### src/design/pagc_pkg.sv
// ----------------------------------------------------------------------------
// pagc_pkg
// shared types, constants and register codes of the peak envelope agc
// ----------------------------------------------------------------------------
package pagc_pkg;

	localparam int GAIN_SHIFT   = 8;
	localparam int FRAC_BITS    = 15;
	localparam int SAMPLE_WIDTH = 32;

	localparam int LEVEL_W = 15;
	localparam int GAIN_W  = 23;
	localparam int OUT_W   = 47;
	localparam int ENV_W   = 48;
	localparam int MAG_W   = SAMPLE_WIDTH - 1;
	localparam int NUM_W   = LEVEL_W + GAIN_SHIFT + FRAC_BITS;
	localparam int IDX_W   = 3;
	localparam int DATA_W  = 23;

	localparam logic [GAIN_W-1:0] GAIN_LIMIT = {GAIN_W{1'b1}};
	localparam logic [GAIN_W-1:0] GAIN_UNITY = GAIN_W'(1) << GAIN_SHIFT;

	localparam logic [LEVEL_W-1:0] TARGET_RST  = LEVEL_W'(5000);
	localparam logic [LEVEL_W-1:0] FLOOR_RST   = LEVEL_W'(16);
	localparam logic [GAIN_W-1:0]  GMIN_RST    = GAIN_W'(26);
	localparam logic [LEVEL_W-1:0] ATTACK_RST  = LEVEL_W'(512);
	localparam logic [LEVEL_W-1:0] RELEASE_RST = LEVEL_W'(1);

	typedef enum logic [IDX_W-1:0] {
		REG_ENABLE  = 3'd0,
		REG_TARGET  = 3'd1,
		REG_FLOOR   = 3'd2,
		REG_GMIN    = 3'd3,
		REG_ATTACK  = 3'd4,
		REG_RELEASE = 3'd5
	} reg_idx_t;

	typedef struct packed {
		logic               enable;
		logic [LEVEL_W-1:0] target;
		logic [LEVEL_W-1:0] floor_lvl;
		logic [GAIN_W-1:0]  gmin;
		logic [LEVEL_W-1:0] attack;
		logic [LEVEL_W-1:0] release_c;
		logic               restart;
	} cfg_t;

	typedef struct packed {
		logic signed [SAMPLE_WIDTH-1:0] sample;
		logic [MAG_W-1:0]               mag;
	} item_t;

	typedef struct packed {
		logic idle;
		logic div_busy;
	} back_st_t;

endpackage

### src/design/pagc_queue.sv
// ----------------------------------------------------------------------------
// pagc_queue
// two-entry queue between front and back
// ----------------------------------------------------------------------------
module pagc_queue (
	input  logic            clk,
	input  logic            arst_n,
	input  logic            push,
	input  pagc_pkg::item_t push_item,
	output logic            full,
	input  logic            pop,
	output logic            not_empty,
	output pagc_pkg::item_t pop_item
);
	import pagc_pkg::*;

	item_t      mem_q [2];
	logic       wr_q;
	logic       rd_q;
	logic [1:0] cnt_q;

	assign full      = cnt_q == 2'd2;
	assign not_empty = cnt_q != 2'd0;
	assign pop_item  = mem_q[rd_q];

	always_ff @(posedge clk or negedge arst_n) begin
		if (!arst_n) begin
			wr_q  <= 1'b0;
			rd_q  <= 1'b0;
			cnt_q <= 2'd0;
		end else begin
			if (push) wr_q <= !wr_q;
			if (pop) rd_q <= !rd_q;
			if (push && !pop) cnt_q <= cnt_q + 2'd1;
			else if (pop && !push) cnt_q <= cnt_q - 2'd1;
		end
	end

	always_ff @(posedge clk) begin
		if (push) mem_q[wr_q] <= push_item;
	end

endmodule

### config.mk
export PLATFORM = sky130hd
export DESIGN_NAME = pagc_queue
export DESIGN_NICKNAME = d
export VERILOG_FILES = /design/src/design/pagc_pkg.sv /design/src/design/pagc_queue.sv
export SDC_FILE = /design/constraint.sdc
export NUM_CORES = 1
export LEC_CHECK = 0
export ABC_AREA = 1
export BUFFER_PORTS_ARGS = -buffer_cell sky130_fd_sc_hd__buf_4
export CORE_UTILIZATION = 52
export CTS_CLUSTER_DIAMETER = 50
export DETAILED_ROUTE_END_ITERATION = 10
export PLACE_DENSITY_LB_ADDON = 0.12
export SYNTH_ARGS = -nofsm -noshare
export SYNTH_HDL_FRONTEND = slang
export SYNTH_SLANG_ARGS = --single-unit
### constraint.sdc
create_clock -name clk -period 4.3 [get_ports clk]
set_input_delay 0 -clock clk [delete_from_list [all_inputs] [get_ports clk]]
set_output_delay 0 -clock clk [all_outputs]
set_load 0.05 [all_outputs]
* Word-level counts from Yosys, hierarchy flattened *
Memories as Yosys holds them, arrays and structs flattened.
Index checks and enable logic that the tools add are counted.

word-level totals
  register bits after elaboration = 4
  bits in writable memories = 126
  input bits = 67
  memories = 1

cells by class
  add/sub/neg operators = 2
  equality and inequality tests = 1
  multiplexer cells = 4
  reductions and logical operators = 8

memories
  memory  depth  width  read ports  clocked after Yosys merged registers in  write ports  line              source
  mem_q   2      63     1           0                                        1            pagc_queue.sv:17  item_t mem_q [2];

operator list
  operator             number
  $logic_not 1->1      4
  $mux 2               2
  $reduce_bool 2->1    2
  $add 2x1->2 const B  1
  $eq 2x2->1 const B   1
  $logic_and 1x1->1    2
  $mux 1               2
  $sub 2x1->2 const B  1

* Logic depth before layout (Yosys ltp) *
  depth after elaboration = 4
  depth in mapped cells = 7
  mapped depth without buffers = 7

* Least setup slack after synthesis *
Ideal clock, no wire load.

  path kind = register -> register
  start = register wr_q
  end = memory mem_q[0][0] (netlist bit), enable pin
  library setup time = 0.486 ns
  arrival time = 3.045 ns
  required time = 3.814 ns
  path slack = 0.769 ns
  cell stages (with the launch flop) = 2
  cell sequence = dfrtp_1 > nor2_1

RTL lines
  element                 line              source
  from (decl)             pagc_queue.sv:18  logic wr_q;
  from (signal assigned)  pagc_queue.sv:32  if (push) wr_q <= !wr_q;
  to (decl)               pagc_queue.sv:17

Straight into the memory's write port.

==> metrics <==
top-area cell type share of the netlist area=74.9%; count of buffers inserted at the top-level ports=131; site row count=35; final setup vio count=0; static power due to leakage=2.99 nW; cell type group with the largest total delay on the critical path=flip-flops; H-tree depth=4; sequence of cells on the critical path=mux2_2, buf_4; total negative slack for setup checks=0 ns; clock tree from TritonCTS=done; maximum number of pins on one net before global-route repair=65; # diodes=0; Initial Util=54.2%; cell area after synthesis=5050 um2; Fin Clk Skew=0.00610 ns; type of the worst setup path=reg2out; global-route total usage across every layer=18.9%; Slew Limit Fails=0; core outline area=9330 um2; fin nets=501; overall power=0.00545 W; unrepaired setup endpoints after global routing=no; worst path required time=4.30 ns; post-synthesis net count=289; clock tree sinks=130; Post-synth EDFFs=126; Detailed Place HPWL=5.16 mm; max-cap violation count=0; share of synthesized registers carrying an async set or reset=3.08%; CP bufs+invs=1; DRC Markers=0; cell area after placement=6090 um2; transition time at the pin with the least slew margin=1.21 ns; Overflow after GRT=0; routed wire length per instance=16.2 um; ports placed on the boundary=132; proportion of layout cells with a drive suffix above 1=51.2%; root buffer cell=sky130_fd_sc_hd__clkbuf_8; vias in the first global route=2873; global-route wire length before repair=13.9 mm; placer congestion estimate=0.660; via/cell ratio=4.72; number of endpoints with negative hold slack in the final report=0; top cell type by total area after synthesis=sky130_fd_sc_hd__edfxtp_1; path category of the worst min-delay check=in2reg; dominant synthesized flop cell=sky130_fd_sc_hd__edfxtp_1; CTS clock-pin slew for the worst setup and hold paths=0.06 ns; maximum clock insertion buffer count=2; most numerous cell in the Yosys netlist=sky130_fd_sc_hd__edfxtp_1; final wirelength=9.28 mm; maximum fanout along the worst path=64; post-route minimum period=2.40 ns; CTS buffer count=17; Critical Path Sink Type=primary output; cell types with the highest counts after synthesis=sky130_fd_sc_hd__edfxtp_1 (126), sky130_fd_sc_hd__mux2_4 (59), sky130_fd_sc_hd__inv_1 (7); post-CTS setup-driven buffer insertion count=0; die area=10100 um2; Slew HR=19.3%; signed area change from the synthesized netlist to the final layout=45.3%; share of the clock period used by the worst path after layout=55.7%; PwrDens=742 nW/um2; maximum ir drop on the vdd rail=398 uV; result of the run=finished clean; Skew-Pair Late Insertion Delay=0.50 ns; overall die height=101 um; Crit path largest cell delay=1.20 ns; Unique masters post-synth=14; cells after synthesis=221; number of antenna violations at the first check in global routing=0; overall die width=101 um; Area contributors post-synth=sky130_fd_sc_hd__edfxtp_1 (75%), sky130_fd_sc_hd__mux2_4 (18%), sky130_fd_sc_hd__buf_12 (2.4%), sky130_fd_sc_hd__dfrtp_1 (2.0%), sky130_fd_sc_hd__mux2_2 (0.89%); Pre-Repair DR Iteration Count=4; maximum clock rate=417 MHz; total of flip-flops plus latches after synthesis=130; number of warnings printed during yosys synthesis=0; CP arrival=2.40 ns; number of nets with antenna violations after detailed routing=0; post-layout instance area=7340 um2; slowest cell on the critical path=sky130_fd_sc_hd__dfrtp_4; post-synthesis sequential area ratio=76.9%; startpoint type of the worst setup path=flip-flop; number of DRC markers after the initial detailed-route iteration=77; syn_area_per_cell=22.9 um2; number of vias after detailed routing=2712; FILL cells=522
[worst register-to-register path: cells and delay by family, from the launching register on]
family,cells,cell delay [ns]
simple gates,1,0.73
buf+inv,1,0.57
flops,1,0.42
[layout make-up]
class	instances	area, um2	area share, %
clock buffers	18	418	5.69
multi-input cells	77	1020	13.9
well taps	129	161	2.20
inverters	7	26.3	0.358
clock inverters	13	163	2.22
flip-flops and latches	130	3890	52.9
repair buffers	200	1670	22.7
[path summary, 6_finish.rpt]
kind	from	end	slack (ns)	depth (start not counted)
max	rd_q	pop_item[55]	1.90	2
min	push_item[60]	mem_q[0][60]	0.22	2
max reg2reg	wr_q	mem_q[0][6]	2.21	2
min reg2reg	cnt_q[1]	cnt_q[1]	0.47	2
max in group asynchronous	arst_n	rd_q	3.69	3
min in group asynchronous	arst_n	cnt_q[1]	0.41	3
[power breakdown]
group	switching, W	total [W]	internal, W
clock	0.000509	0.00139	0.000878
sequential	0.000231	0.00192	0.00169
combinational	0.00129	0.00215	0.000860
[kinds of logic after synthesis]
logic type | Yosys count | share of synthesized area, %
flops | 130 | 76.9
buf+inv | 14 | 3.12
fa+ha+maj | 1 | 0.248
simple gates | 10 | 0.817
mux | 63 | 18.4
xor+xnor | 3 | 0.520
[cells in the final DEF, fill, tap and decap left out]
cell / Yosys / layout
sky130_fd_sc_hd__xor2_1: 2 / 2
sky130_fd_sc_hd__inv_6: 0 / 1
sky130_fd_sc_hd__mux2_2: 4 / 4
sky130_fd_sc_hd__clkinv_4: 0 / 2
sky130_fd_sc_hd__clkinvlp_4: 0 / 5
sky130_fd_sc_hd__inv_1: 7 / 6
sky130_fd_sc_hd__bufinv_16: 0 / 3
sky130_fd_sc_hd__xnor2_1: 1 / 1
sky130_fd_sc_hd__nand4_1: 1 / 1
sky130_fd_sc_hd__inv_2: 0 / 1
sky130_fd_sc_hd__nor2_1: 2 / 1
sky130_fd_sc_hd__mux2_4: 59 / 59
sky130_fd_sc_hd__nand3_1: 1 / 1
sky130_fd_sc_hd__buf_4: 0 / 133
sky130_fd_sc_hd__dlygate4sd3_1: 0 / 67
sky130_fd_sc_hd__dfrtp_1: 4 / 3
sky130_fd_sc_hd__clkinv_2: 0 / 1
sky130_fd_sc_hd__dfrtp_4: 0 / 1
sky130_fd_sc_hd__edfxtp_1: 126 / 126
sky130_fd_sc_hd__nand2_1: 6 / 6
sky130_fd_sc_hd__clkinv_1: 0 / 1
sky130_fd_sc_hd__ha_1: 1 / 1
sky130_fd_sc_hd__clkbuf_8: 0 / 1
sky130_fd_sc_hd__nor2_4: 0 / 1
sky130_fd_sc_hd__clkbuf_1: 0 / 1
sky130_fd_sc_hd__clkbuf_16: 0 / 16
[sequential cells by signal, indices dropped and copies added, names as in the netlist]
register,cells
wr_q,1
cnt_q,2
rd_q,1
mem_q,126
[stage by stage]
stage               hold WS (ns)  worst slack, ns  utilization (%)  cells
floorplan                 -0.296            0.769                -    221
global placement          -0.200             2.22             65.3    476
detailed placement        -0.199             2.18             65.3    476
CTS                        0.200             1.88             78.7    574
global route               0.207             1.84             78.7    574
finish                     0.224             1.90             78.7    574
[repair_timing]
action | in CTS | in global routing
hold buffers | 67 | 0
endpoints found under the hold margin | 134 | 0
endpoints found under the setup margin | 0 | 0
resized for setup | 0 | 0
[per-layer routing]
metal  vias up  wire length, um  track usage (%)
met1      1323             3760             21.6
met4         0              125             7.13
met5         -                0                0
met3        11              637             7.14
met2        96             4760             32.6
li1       1282                -                -
No activity file was read; power rests on OpenSTA's default activity.
