File: src/design/pagc_pkg.sv
// ----------------------------------------------------------------------------
// pagc_pkg
// shared types, constants and register codes of the peak envelope agc
// ----------------------------------------------------------------------------
package pagc_pkg;

	localparam int GAIN_SHIFT   = 8;
	localparam int FRAC_BITS    = 15;
	localparam int SAMPLE_WIDTH = 32;

	localparam int LEVEL_W = 15;
	localparam int GAIN_W  = 23;
	localparam int OUT_W   = 47;
	localparam int ENV_W   = 48;
	localparam int MAG_W   = SAMPLE_WIDTH - 1;
	localparam int NUM_W   = LEVEL_W + GAIN_SHIFT + FRAC_BITS;
	localparam int IDX_W   = 3;
	localparam int DATA_W  = 23;

	localparam logic [GAIN_W-1:0] GAIN_LIMIT = {GAIN_W{1'b1}};
	localparam logic [GAIN_W-1:0] GAIN_UNITY = GAIN_W'(1) << GAIN_SHIFT;

	localparam logic [LEVEL_W-1:0] TARGET_RST  = LEVEL_W'(5000);
	localparam logic [LEVEL_W-1:0] FLOOR_RST   = LEVEL_W'(16);
	localparam logic [GAIN_W-1:0]  GMIN_RST    = GAIN_W'(26);
	localparam logic [LEVEL_W-1:0] ATTACK_RST  = LEVEL_W'(512);
	localparam logic [LEVEL_W-1:0] RELEASE_RST = LEVEL_W'(1);

	typedef enum logic [IDX_W-1:0] {
		REG_ENABLE  = 3'd0,
		REG_TARGET  = 3'd1,
		REG_FLOOR   = 3'd2,
		REG_GMIN    = 3'd3,
		REG_ATTACK  = 3'd4,
		REG_RELEASE = 3'd5
	} reg_idx_t;

	typedef struct packed {
		logic               enable;
		logic [LEVEL_W-1:0] target;
		logic [LEVEL_W-1:0] floor_lvl;
		logic [GAIN_W-1:0]  gmin;
		logic [LEVEL_W-1:0] attack;
		logic [LEVEL_W-1:0] release_c;
		logic               restart;
	} cfg_t;

	typedef struct packed {
		logic signed [SAMPLE_WIDTH-1:0] sample;
		logic [MAG_W-1:0]               mag;
	} item_t;

	typedef struct packed {
		logic idle;
		logic div_busy;
	} back_st_t;

endpackage

File: src/design/pagc_front.sv
// ----------------------------------------------------------------------------
// pagc_front
// accepts samples, forms the saturated magnitude, feeds the queue
// ----------------------------------------------------------------------------
module pagc_front (
	input  logic                                  clk,
	input  logic                                  arst_n,
	input  logic                                  in_valid,
	output logic                                  in_stall,
	input  logic signed [pagc_pkg::SAMPLE_WIDTH-1:0] sample,
	output logic                                  push,
	output pagc_pkg::item_t                       push_item,
	input  logic                                  q_full
);
	import pagc_pkg::*;

	logic  valid_s1;
	item_t item_s1;
	logic  [MAG_W-1:0] mag;

	always_comb begin
		if (!sample[SAMPLE_WIDTH-1])
			mag = sample[MAG_W-1:0];
		else if (sample[MAG_W-1:0] == '0)
			mag = {MAG_W{1'b1}};
		else
			mag = MAG_W'(-sample);
	end

	assign push      = valid_s1 && !q_full;
	assign push_item = item_s1;
	assign in_stall  = valid_s1 && q_full;

	always_ff @(posedge clk or negedge arst_n) begin
		if (!arst_n) begin
			valid_s1 <= 1'b0;
		end else if (!in_stall) begin
			valid_s1 <= in_valid;
		end
	end

	always_ff @(posedge clk) begin
		if (in_valid && !in_stall) begin
			item_s1.sample <= sample;
			item_s1.mag    <= mag;
		end
	end

endmodule

File: config.mk
export PLATFORM = sky130hd
export DESIGN_NAME = pagc_front
export DESIGN_NICKNAME = d
export VERILOG_FILES = /design/src/design/pagc_pkg.sv /design/src/design/pagc_front.sv
export SDC_FILE = /design/constraint.sdc
export NUM_CORES = 1
export LEC_CHECK = 0
export BUFFER_PORTS_ARGS = -buffer_cell sky130_fd_sc_hd__buf_4
export CORE_MARGIN = 10
export CORE_UTILIZATION = 45
export DETAILED_ROUTE_END_ITERATION = 10
export HOLD_SLACK_MARGIN = 0.06
export PLACE_DENSITY = 0.73
export SETUP_SLACK_MARGIN = 0.05
export SLEW_MARGIN = 10
export SYNTH_ARGS = -nofsm -noshare
export SYNTH_HDL_FRONTEND = slang
export SYNTH_SLANG_ARGS = --single-unit
File: constraint.sdc
create_clock -name clk -period 5 [get_ports clk]
set_clock_uncertainty 0.15 [all_clocks]
set_input_delay 0.5 -clock clk [delete_from_list [all_inputs] [get_ports clk]]
set_output_delay 0.5 -clock clk [all_outputs]
set_load 0.05 [all_outputs]
Yosys cells after proc, flatten, opt, wreduce, memory -nomap -nowiden
Index checks and enable logic that the tools add are counted.
{ "classes": {"n_eq_ne": 0, "div": 0, "n_reduce_logical": 6, "add_sub_neg": 1, "muxes": 2, "n_shift": 0, "bitwise": 0, "n_lt_le_gt_ge": 0, "mul": 0} }
{ "ops": {"columns": ["op", "n"], "rows": [
  ["$mux 31", 2],
  ["$logic_not 31->1", 1],
  ["$neg 31->31", 1],
  ["$logic_and 1x1->1", 3],
  ["$logic_not 1->1", 2]
]} }
{ "word_totals": {"output_inout_bits": 65, "rom_bits": 0, "n_memories": 0, "inputBits": 36, "latch_bits": 0, "register_bits": 64, "ram_bits": 0} }

Logic depth before layout (Yosys ltp)
Gate-level depths: netlist of run 1.
{ "depth": {"ltp_word": 3, "mapped_depth": 8, "depth_no_buf": 7} }

Least setup slack after synthesis of run 1
No wires, ideal clock.
{ "synth_timing": {"path_type": "input to register", "from": "input port q_full", "to": "register item_s1 (netlist bit push_item[0]), enable pin", "arrival_ns": 3.694, "path_buffers": 0, "cell_stages": 2, "slack_ns": 0.665, "path_cell_list": "and2_1 nor2b_1"} }
{ "synth_via": {"elab_chain_len": 3} }
{ "synth_rtl": {"columns": ["item", "line_no", "source"], "rows": [
  ["start: declaration", "pagc_front.sv:13", "input logic q_full"],
  ["$logic_and 1x1->1", "pagc_front.sv:32", "assign in_stall = valid_s1 && q_full;"],
  ["$logic_not 1->1", "pagc_front.sv:43", "if (in_valid && !in_stall) begin"],
  ["$logic_and 1x1->1", "pagc_front.sv:43", null],
  ["end: declaration", "pagc_front.sv:18", "item_t item_s1;"]
]} }
Every way passes these cells.
A chain may end at the register's enable or synchronous reset.

Worst setup path after layout of run 1
{ "layout_timing": {"from": "input port sample[0] (netlist name)", "to": "register item_s1 (netlist bit push_item[15]) (data pin)"} }
{ "layout_via": {"elab_chain_len": 3, "word_cells_on_any_way": 4} }
{ "layout_rtl": {"columns": ["item", "line_no", "source"], "rows": [
  ["start: declaration", "pagc_front.sv:10", "input logic signed [pagc_pkg::SAMPLE_WIDTH-1:0] sample,"],
  ["$neg 31->31 / $logic_not 31->1 (equally long branches)", "pagc_front.sv:27, pagc_front.sv:24", null],
  ["$mux 31 *", "pagc_front.sv:24", "else if (sample[MAG_W-1:0] == '0)"],
  ["$mux 31 *", "pagc_front.sv:22", "if (!sample[SAMPLE_WIDTH-1])"],
  ["via mag[15]", "pagc_front.sv:19", "logic [MAG_W-1:0] mag;"]
]} }
The timed path passes the listed nets; every way through them passes the cells marked *.

==> run summary, run 1 <==
Commonest cells post-synth - edfxtp_1 (63), nand2_1 (26), xor2_1 (16)
Worst IR drop on VDD - 0.197 mV
Hold_sp - sample[28]
Worst-margin pin slew - 0.924 ns
Core region area - 5990 sq um
# placed instances - 367
Antenna viol nets, final - 0
Fraction of layout cells with a size suffix above 1 - 0.408
Primary FF master, synth - edfxtp_1
Pwr dens - 336 nW/um^2
CTS sink count - 64
Core Rows - 28
Num CTS Buffers - 9
HP Class - in2reg
Vias in the first global route - 1,962
Reg2reg end - push_item[9]
Seq cells post-synth - 64
DR vias/cell - 5.19
Post-synth EDFFs - 63
Starting DRT DRC Count - 58
Die Width - 98.9 um
Register-to-register setup slack - 2.72 ns
Leak - 0.00153 uW
Slew margin rel. - 0.382
Hold path endpoint - push_item[59]
CTS H-tree depth - 3
Final HPWL DP - 5050 um
Most frequent cell after synthesis - edfxtp_1
Fmax - 369 MHz
Number of antenna violations at the first check in global routing - 0
I/O pin count - 101
# diodes - 0
Final setup vio count - 0
Post-synthesis sequential area ratio - 0.684
Total grt overflow - 0
CP endpoint kind - flop
Port Buf Inserts - 100
Clk_lat worst skew - 0.34 ns
Initial Util - 0.468
Synth top area share - 0.675
Clock Tree Buf Depth - 2
Die area - 9790 sq um
Crit path from - sample[0]
Synth unique cells - 41
Detailed-route DRC error count - 0
Worst EP required - 5.06 ns
Wire per inst - 17.6 um
Routed via count - 1,993
Hold buffers post-CTS - 1
YS warnings - 0
PostCTS Resize Cnt - 0
Register-to-Register Path Depth - 3
GP Congestion - 0.768
Final Hold Fails - 0
Post-Syn Area - 2800 sq um
Area contributors post-synth - edfxtp_1 (68%), xor2_1 (5.0%), nand2_1 (3.5%)
Critical R2R Launch - valid_s1
Gr usage total - 0.138
Area grow syn2layout - 35.2%
Tcrit/Tclk final - 0.542
Cell Count, Final, Fillers Out - 384
Startpoint class of the critical path - input port
Gate Count Post-Synth - 198
Critical path fanouts, max - 23
Routed WL - 6760 um
Crit path arrival time - 2.77 ns
Shortest period the worst path allows - 2.71 ns
Max Cap Viol - 0
CTS tree - built
Setup TNS - 0 ns
Hold path cells - 1
Root Driver - clkbuf_8
Fraction of registers with async set/reset - 0.0156
Largest net degree at the start of global routing - 38
Setup CP Type - in2reg
Die H - 98.9 um
Post-synthesis area per instance - 14.2 sq um
Slew Limit Fails - 0
RSZ-0062 raised after global routing - no
Status - complete, no violations
Syn_nets - 235
Cell taking the most area after synthesis - edfxtp_1
Drt first pass iters - 4
Post-CTS setup buffers - 0
Worst-path clk slew - 0.07 ns
Nets - 341
First-pass GRT wire length - 10,500 um
==> cell type report <==
| cell class | count | area [sq um] |
|---|---|---|
| inverters | 2 | 7.51 |
| well taps | 75 | 93.8 |
| clock buffers | 9 | 124 |
| clock inverters | 7 | 38.8 |
| flip-flops and latches | 64 | 1920 |
| multi-input cells | 125 | 841 |
| fillers | 463 | 2200 |
| repair buffers | 102 | 768 |
==> flip-flops by register name (all words and copies together) (netlist names) <==
signal / cells
push_item: 63
valid_s1: 1
==> critical path, cell delays in order <==
cell and delay (ns):
buf_4 0.12, inv_1 0.07, ha_1 0.18, nor4b_1 0.43, and4_1 0.32, nand4_1 0.74
nand2_1 0.23, mux2_2 0.17
==> logic make-up after synthesis <==
kind of cell,Yosys count,synth area share
XOR/XNOR,18,0.0562
multiplexers,6,0.0219
AND/OR/NAND/NOR,69,0.139
flip-flops,64,0.684
AO/OA/AOI/OAI,31,0.0759
buffers and inverters,9,0.0187
adder cells (fa/ha/maj),1,0.00446
==> through the flow <==
step | instance area (sq um) | hold WS, ns | power (uW) | util | worst slack [ns]
6_report | 3790 | 0.205 | 1280 | 0.633 | 2.29
5_1_grt | 3790 | 0.193 | 1320 | 0.633 | 2.02
4_1_cts | 3790 | 0.192 | 1290 | 0.633 | 2.29
3_5_place_dp | 3620 | 0.126 | 921 | 0.604 | 1.94
3_3_place_gp | 3620 | 0.125 | 916 | 0.604 | 2.04
2_1_floorplan | 2800 | 0.0544 | 822 | - | 0.665
==> layout by cell type (no fill, tap or decap), types with 2 or more instances in the layout <==
cell type and n:
or3_1 3, nand2_1 26, clkinv_2 4, o41ai_1 4, edfxtp_1 63, nor4_2 2, and4_1 2, nor2b_1 2
o21ai_0 10, clkbuf_8 9, mux2i_1 5, or4_1 2, clkinvlp_4 2, nor2_1 9, nor4b_1 2, nand2b_1 2
and3_1 3, nand3_1 2, buf_4 101, xor2_1 16, inv_1 2, a21oi_1 3, nor3_1 4, o31ai_1 8
nand4_1 2, xnor2_1 2
==> routing by layer <==
layer  GRT usage  up-vias  routed length (um)
li1            -      976                   -
met1       0.156      938                2820
met2       0.221       70                3290
met3      0.0503        9                 514
met4      0.0761        0                 132
met5           0        -                   0
==> power by group <==
part           switching (uW)  internal, uW
Combinational             184          82.0
Clock                     194           174
Sequential               8.70           632
Total                     387           888
==> worst max path at each step <==
| stage | end | slack (ns) | cells after the start |
|---|---|---|---|
| CTS | push_item[1] | 2.29 | 7 |
| detailed placement | push_item[1] | 1.94 | 7 |
| finish | push_item[15] | 2.29 | 8 |
| floorplan | push_item[0] | 0.67 | 2 |
| global route | push_item[1] | 2.02 | 7 |
| global placement | push_item[1] | 2.04 | 7 |
(Power assumes the default switching activity.)
==> inputs of run 2 (changes only) <==
==> constraint.sdc (replaced) <==
create_clock -name clk -period 2.74 [get_ports clk]
set_clock_uncertainty 0.15 [all_clocks]
set_input_delay 0.274 -clock clk [delete_from_list [all_inputs] [get_ports clk]]
set_output_delay 0.274 -clock clk [all_outputs]
set_load 0.05 [all_outputs]
==> run 2 against run 1 <==
Against the previous run: count of clock-buffer cells in the layout up 1; global-route usage grew 0.66 points; via count grew 7.1%; sequential share of layout area down 4.7 points; hold slack got worse by 0.11 ns; design area is 10% higher; cell count up 9.4%; non-clock buffer count grew 36; first-iteration DRC count rose by 14%; largest cell class unchanged; largest power group unchanged; highest routed layer unchanged.
==> run summary, run 2 (synthesized netlist as in run 1, its figures left out) <==
Startpoint class of the critical path - input port
Worst EP required - 2.66 ns
Switching Power - 695 uW
Status - complete, no violations
Die H - 98.9 um
Register-to-register setup slack - 1.22 ns
Setup CP Type - in2reg
Shortest period the worst path allows - 2.58 ns
DR vias/cell - 5.08
Gr usage total - 0.145
CTS H-tree depth - 3
I/O pin count - 101
Fmax - 387 MHz
Comb power frac - 0.217
CP bufs+invs - 2
Register-to-Register Path Depth - 3
Worst-path clk slew - 0.07 ns
Switching Fraction - 0.285
Final Hold Fails - 0
Drt first pass iters - 4
Die Width - 98.9 um
Final Util - 0.697
Largest register FFs - 63
Max Cap Viol - 0
CTS sink count - 64
Fraction of layout cells with a size suffix above 1 - 0.368
First-pass GRT wire length - 11,400 um
Area grow syn2layout - 48.9%
Final setup vio count - 0
HP Class - in2async
Port Buf Inserts - 100
Max stage delay on crit path - 0.59 ns
Worst-margin pin slew - 0.498 ns
Num CTS Buffers - 9
Die area - 9790 sq um
Top delay family on crit path - simple AND/OR/NAND/NOR gates
Crit path arrival time - 2.50 ns
Setup TNS - 0 ns
Critical path depth - 7
Tcrit/Tclk final - 0.942
Vias in the first global route - 2,217
Core Rows - 28
Most frequent cells in the layout - buf_4 (104), edfxtp_1 (63), dlygate4sd3_1 (33)
GP Congestion - 0.743
Total grt overflow - 0
Routed WL - 7380 um
Commonest non-fill, non-tap cell in the layout - buf_4
Largest net degree at the start of global routing - 64
Crit path from - sample[7]
CP max-delay cell - or4_4
Sequential power share - 0.481
Leak - 0.00169 uW
CP endpoint kind - flop
Reg2reg end - push_item[61]
Detailed-route DRC error count - 0
CP Cell Sequence - dlygate4sd3_1, buf_4, nor4_2, nand4_2, or4_4, a211oi_2, a31oi_1
CP endpoint - push_item[27]
Critical path fanouts, max - 8
# diodes - 0
Root Driver - clkbuf_8
Critical R2R Launch - valid_s1
Core region area - 5990 sq um
Starting DRT DRC Count - 66
Internal - 1740 uW
Clk_lat worst skew - 0.33 ns
Pwr dens - 584 nW/um^2
Final HPWL DP - 5150 um
Slew margin rel. - 0.663
RSZ-0062 raised after global routing - no
Antenna viol nets, final - 0
CTS tree - built
Clock network power share - 0.302
Slew Limit Fails - 0
Number of antenna violations at the first check in global routing - 0
Routed via count - 2,135
Initial Util - 0.468
Clock Tree Buf Depth - 2
Wire per inst - 17.6 um
Nets - 377
Worst IR drop on VDD - 0.447 mV
[run 2: changes by cell type in the layout (fill, tap and decap cells not counted), sizes merged]
| cell | previous run | this run |
|---|---|---|
| clkinvlp | 2 | 0 |
| buf | 101 | 105 |
| dlygate4sd3 | 1 | 33 |
| clkbuf | 9 | 10 |
| bufinv | 0 | 1 |
[run 2: per-layer routing]
layer | vias up | GRT usage | wire [um]
met4 | 0 | 0.0639 | 135
met3 | 11 | 0.0517 | 525
met2 | 75 | 0.239 | 3790
met5 | - | 0 | 0
li1 | 1041 | - | -
met1 | 1008 | 0.164 | 2930
[run 2: area by class of cell]
| cell class | instances | area [sq um] |
|---|---|---|
| Clock buffer | 10 | 128 |
| Clock inverter | 6 | 50.0 |
| Fill cell | 440 | 1820 |
| Inverter | 2 | 7.51 |
| Multi-Input combinational cell | 125 | 847 |
| Sequential cell | 64 | 1920 |
| Tap cell | 75 | 93.8 |
| Timing Repair Buffer | 138 | 1130 |
[run 2: per-stage QoR]
step                setup slack [ns]  instances  instance area, sq um  hold slack, ns  power [uW]
finish                         0.158        420                  4170          0.0921        2440
global route                  0.0550        420                  4170          0.0789        2530
CTS                            0.107        418                  4150          0.0877        2460
detailed placement             0.217        369                  3640         -0.0988        1690
global placement               0.299        369                  3640         -0.0996        1680
floorplan                      0.462        198                  2810          -0.172        1500
[run 2: worst min-delay path by stage]
stage / from / endpoint / slack (ns) / depth (start not counted)
2_1_floorplan: arst_n / valid_s1 / -0.17 / 0
3_3_place_gp: arst_n / valid_s1 / -0.1 / 1
3_5_place_dp: arst_n / valid_s1 / -0.1 / 1
4_1_cts: arst_n / valid_s1 / 0.09 / 2
5_1_grt: arst_n / valid_s1 / 0.08 / 2
6_report: arst_n / valid_s1 / 0.09 / 2
[run 2: power groups by stage]
stage               Clock [uW]  Combinational (uW)  Sequential, uW
floorplan                    0                 104            1390
global placement             0                 489            1190
detailed placement           0                 495            1190
CTS                        751                 534            1170
global route               798                 559            1180
finish                     736                 529            1170
[run 2: worst register-to-register path: stages (launching register included)]
cell     delay, ns
dfrtp_1       0.37
and2_1        0.18
nor2b_4       0.14
buf_12        0.29
[run 2: timing repair]
| item | 4_1_cts | 5_1_grt |
|---|---|---|
| resized for setup | 0 | 1 |
| endpoints found under the hold margin | 33 | 0 |
| setup buffers | 0 | 2 |
| setup endpoints to repair | 0 | 16 |
| hold buffers | 33 | 0 |
==> inputs of run 3 (changes only) <==
--- a/config.mk
+++ b/config.mk
@@ -6,9 +6,10 @@
 export NUM_CORES = 1
 export LEC_CHECK = 0
 export BUFFER_PORTS_ARGS = -buffer_cell sky130_fd_sc_hd__buf_4
-export CORE_MARGIN = 10
 export CORE_UTILIZATION = 45
+export CTS_BUF_LIST = sky130_fd_sc_hd__clkbuf_4 sky130_fd_sc_hd__clkbuf_8
 export DETAILED_ROUTE_END_ITERATION = 10
+export GPL_TIMING_DRIVEN = 0
 export HOLD_SLACK_MARGIN = 0.06
 export PLACE_DENSITY = 0.73
 export SETUP_SLACK_MARGIN = 0.05
==> run 3 against run 2 <==
Against the previous run: setup slack gained 0.026 ns; die area shrank 33%; cell count grew 1.2%; sequential power is essentially flat; hold slack is essentially flat; count of clock-buffer cells in the layout grew 5; clock power grew 2%; routed wire length shrank 14%; total power grew 0.82%; largest cell class unchanged.
==> run summary, run 3 (synthesized netlist as in run 1, its figures left out) <==
Status - complete, no violations
HP Class - in2reg
Final Util - 0.713
Setup CP Type - in2reg
CP endpoint kind - flop
GP Congestion - 0.739
Routed via count - 2,146
CTS sink count - 64
I/O pin count - 101
Wire per inst - 14.9 um
Pwr dens - 578 nW/um^2
Leak - 0.00173 uW
Core region area - 5960 sq um
Setup TNS - 0 ns
Register-to-register setup slack - 0.90 ns
Commonest non-fill, non-tap cell in the layout - buf_4
CTS H-tree depth - 3
Register area - 1920 sq um
Vias in the first global route - 1,944
Area occupied by multi-input gates - 853 sq um
Worst EP required - 2.67 ns
Fmax - 391 MHz
Worst-path clk slew - 0.06 ns
# fillers - 434
CP Cell Sequence - dlygate4sd3_1, buf_4, nor4_4, nand4_2, or4_4, a211oi_2, a31oi_1
Worst-margin pin slew - 0.679 ns
Slew margin rel. - 0.546
Port Buf Inserts - 100
Initial Util - 0.471
Final setup vio count - 0
Nets - 382
# diodes - 0
First-pass GRT wire length - 9600 um
Worst IR drop on VDD - 0.372 mV
Crit path arrival time - 2.49 ns
Drt first pass iters - 4
Critical path fanouts, max - 8
Tcrit/Tclk final - 0.933
CTS tree - built
Core Rows - 28
Post-CTS setup buffers - 0
Die Width - 80.9 um
DR vias/cell - 5.05
Root Driver - clkbuf_8
Antenna viol nets, final - 0
Fraction of layout cells with a size suffix above 1 - 0.380
Most frequent cells in the layout - buf_4 (100), edfxtp_1 (63), dlygate4sd3_1 (34)
Max stage delay on crit path - 0.60 ns
Number of antenna violations at the first check in global routing - 0
Final Hold Fails - 0
Clock Tree Buf Depth - 2
Largest register FFs - 63
Area grow syn2layout - 51.6%
Max Cap Viol - 0
Largest net degree at the start of global routing - 29
Die area - 6550 sq um
CP max-delay cell - or4_4
Detailed-route DRC error count - 0
Gr usage total - 0.204
Clk_lat worst skew - 0.34 ns
Starting DRT DRC Count - 115
Shortest period the worst path allows - 2.56 ns
Routed WL - 6340 um
Slew Limit Fails - 0
Startpoint class of the critical path - input port
Num CTS Buffers - 9
RSZ-0062 raised after global routing - no
Die H - 80.9 um
Final HPWL DP - 4360 um
Total grt overflow - 0
[run 3: worst paths after layout]
kind | startpoint | to | cells past startpoint
worst min register to register | valid_s1 | valid_s1 | 2
worst max register to register | valid_s1 | push_item[48] | 3
worst min-delay path | sample[0] | push_item[0] | 3
max in group asynchronous | arst_n | valid_s1 | 2
worst max-delay path | sample[8] | push_item[27] | 7
min in group asynchronous | arst_n | valid_s1 | 2
[run 3: power breakdown]
part	switching, uW	internal (uW)
clock	332	418
sequential	16.1	1150
combinational	345	193
total	693	1760
[run 3: through the flow]
stage	cells	total power, uW	hold WS (ns)	worst slack (ns)	cell area (sq um)
global route	425	2540	0.0883	0.0595	4250
CTS	425	2460	0.0918	0.0714	4240
global placement	373	1670	-0.101	0.168	3650
finish	425	2460	0.0916	0.184	4250
detailed placement	375	1690	-0.0970	0.129	3710
floorplan	198	1500	-0.172	0.462	2810
[run 3: final cells by class]
cell class	count	area share
inverters	2	0.00177
multi-input cells	125	0.201
clock buffers	15	0.0427
clock inverters	1	0.00118
repair buffers	136	0.270
plain buffers	7	0.0106
flip-flops and latches	64	0.451
well taps	75	0.0221
[run 3: timing repair]
item | 4_1_cts | 5_1_grt
resized for setup | 0 | 2
hold buffers | 34 | 0
setup endpoints to repair | 0 | 3
hold endpoints to repair | 34 | 0
[run 3: critical path, delay by kind of cell]
family,cells,cell delay [ns]
and+or+nand+nor,3,1.20
buffers and inverters,2,0.72
AOI/OAI and AO/OA,2,0.29
[run 3: layer usage]
| layer | track usage | part of all wire | up-vias |
|---|---|---|---|
| li1 | - | - | 1056 |
| met1 | 0.261 | 0.44 | 1014 |
| met2 | 0.328 | 0.49 | 69 |
| met3 | 0.0551 | 0.053 | 7 |
| met4 | 0.0857 | 0.012 | 0 |
| met5 | 0 | 0 | - |
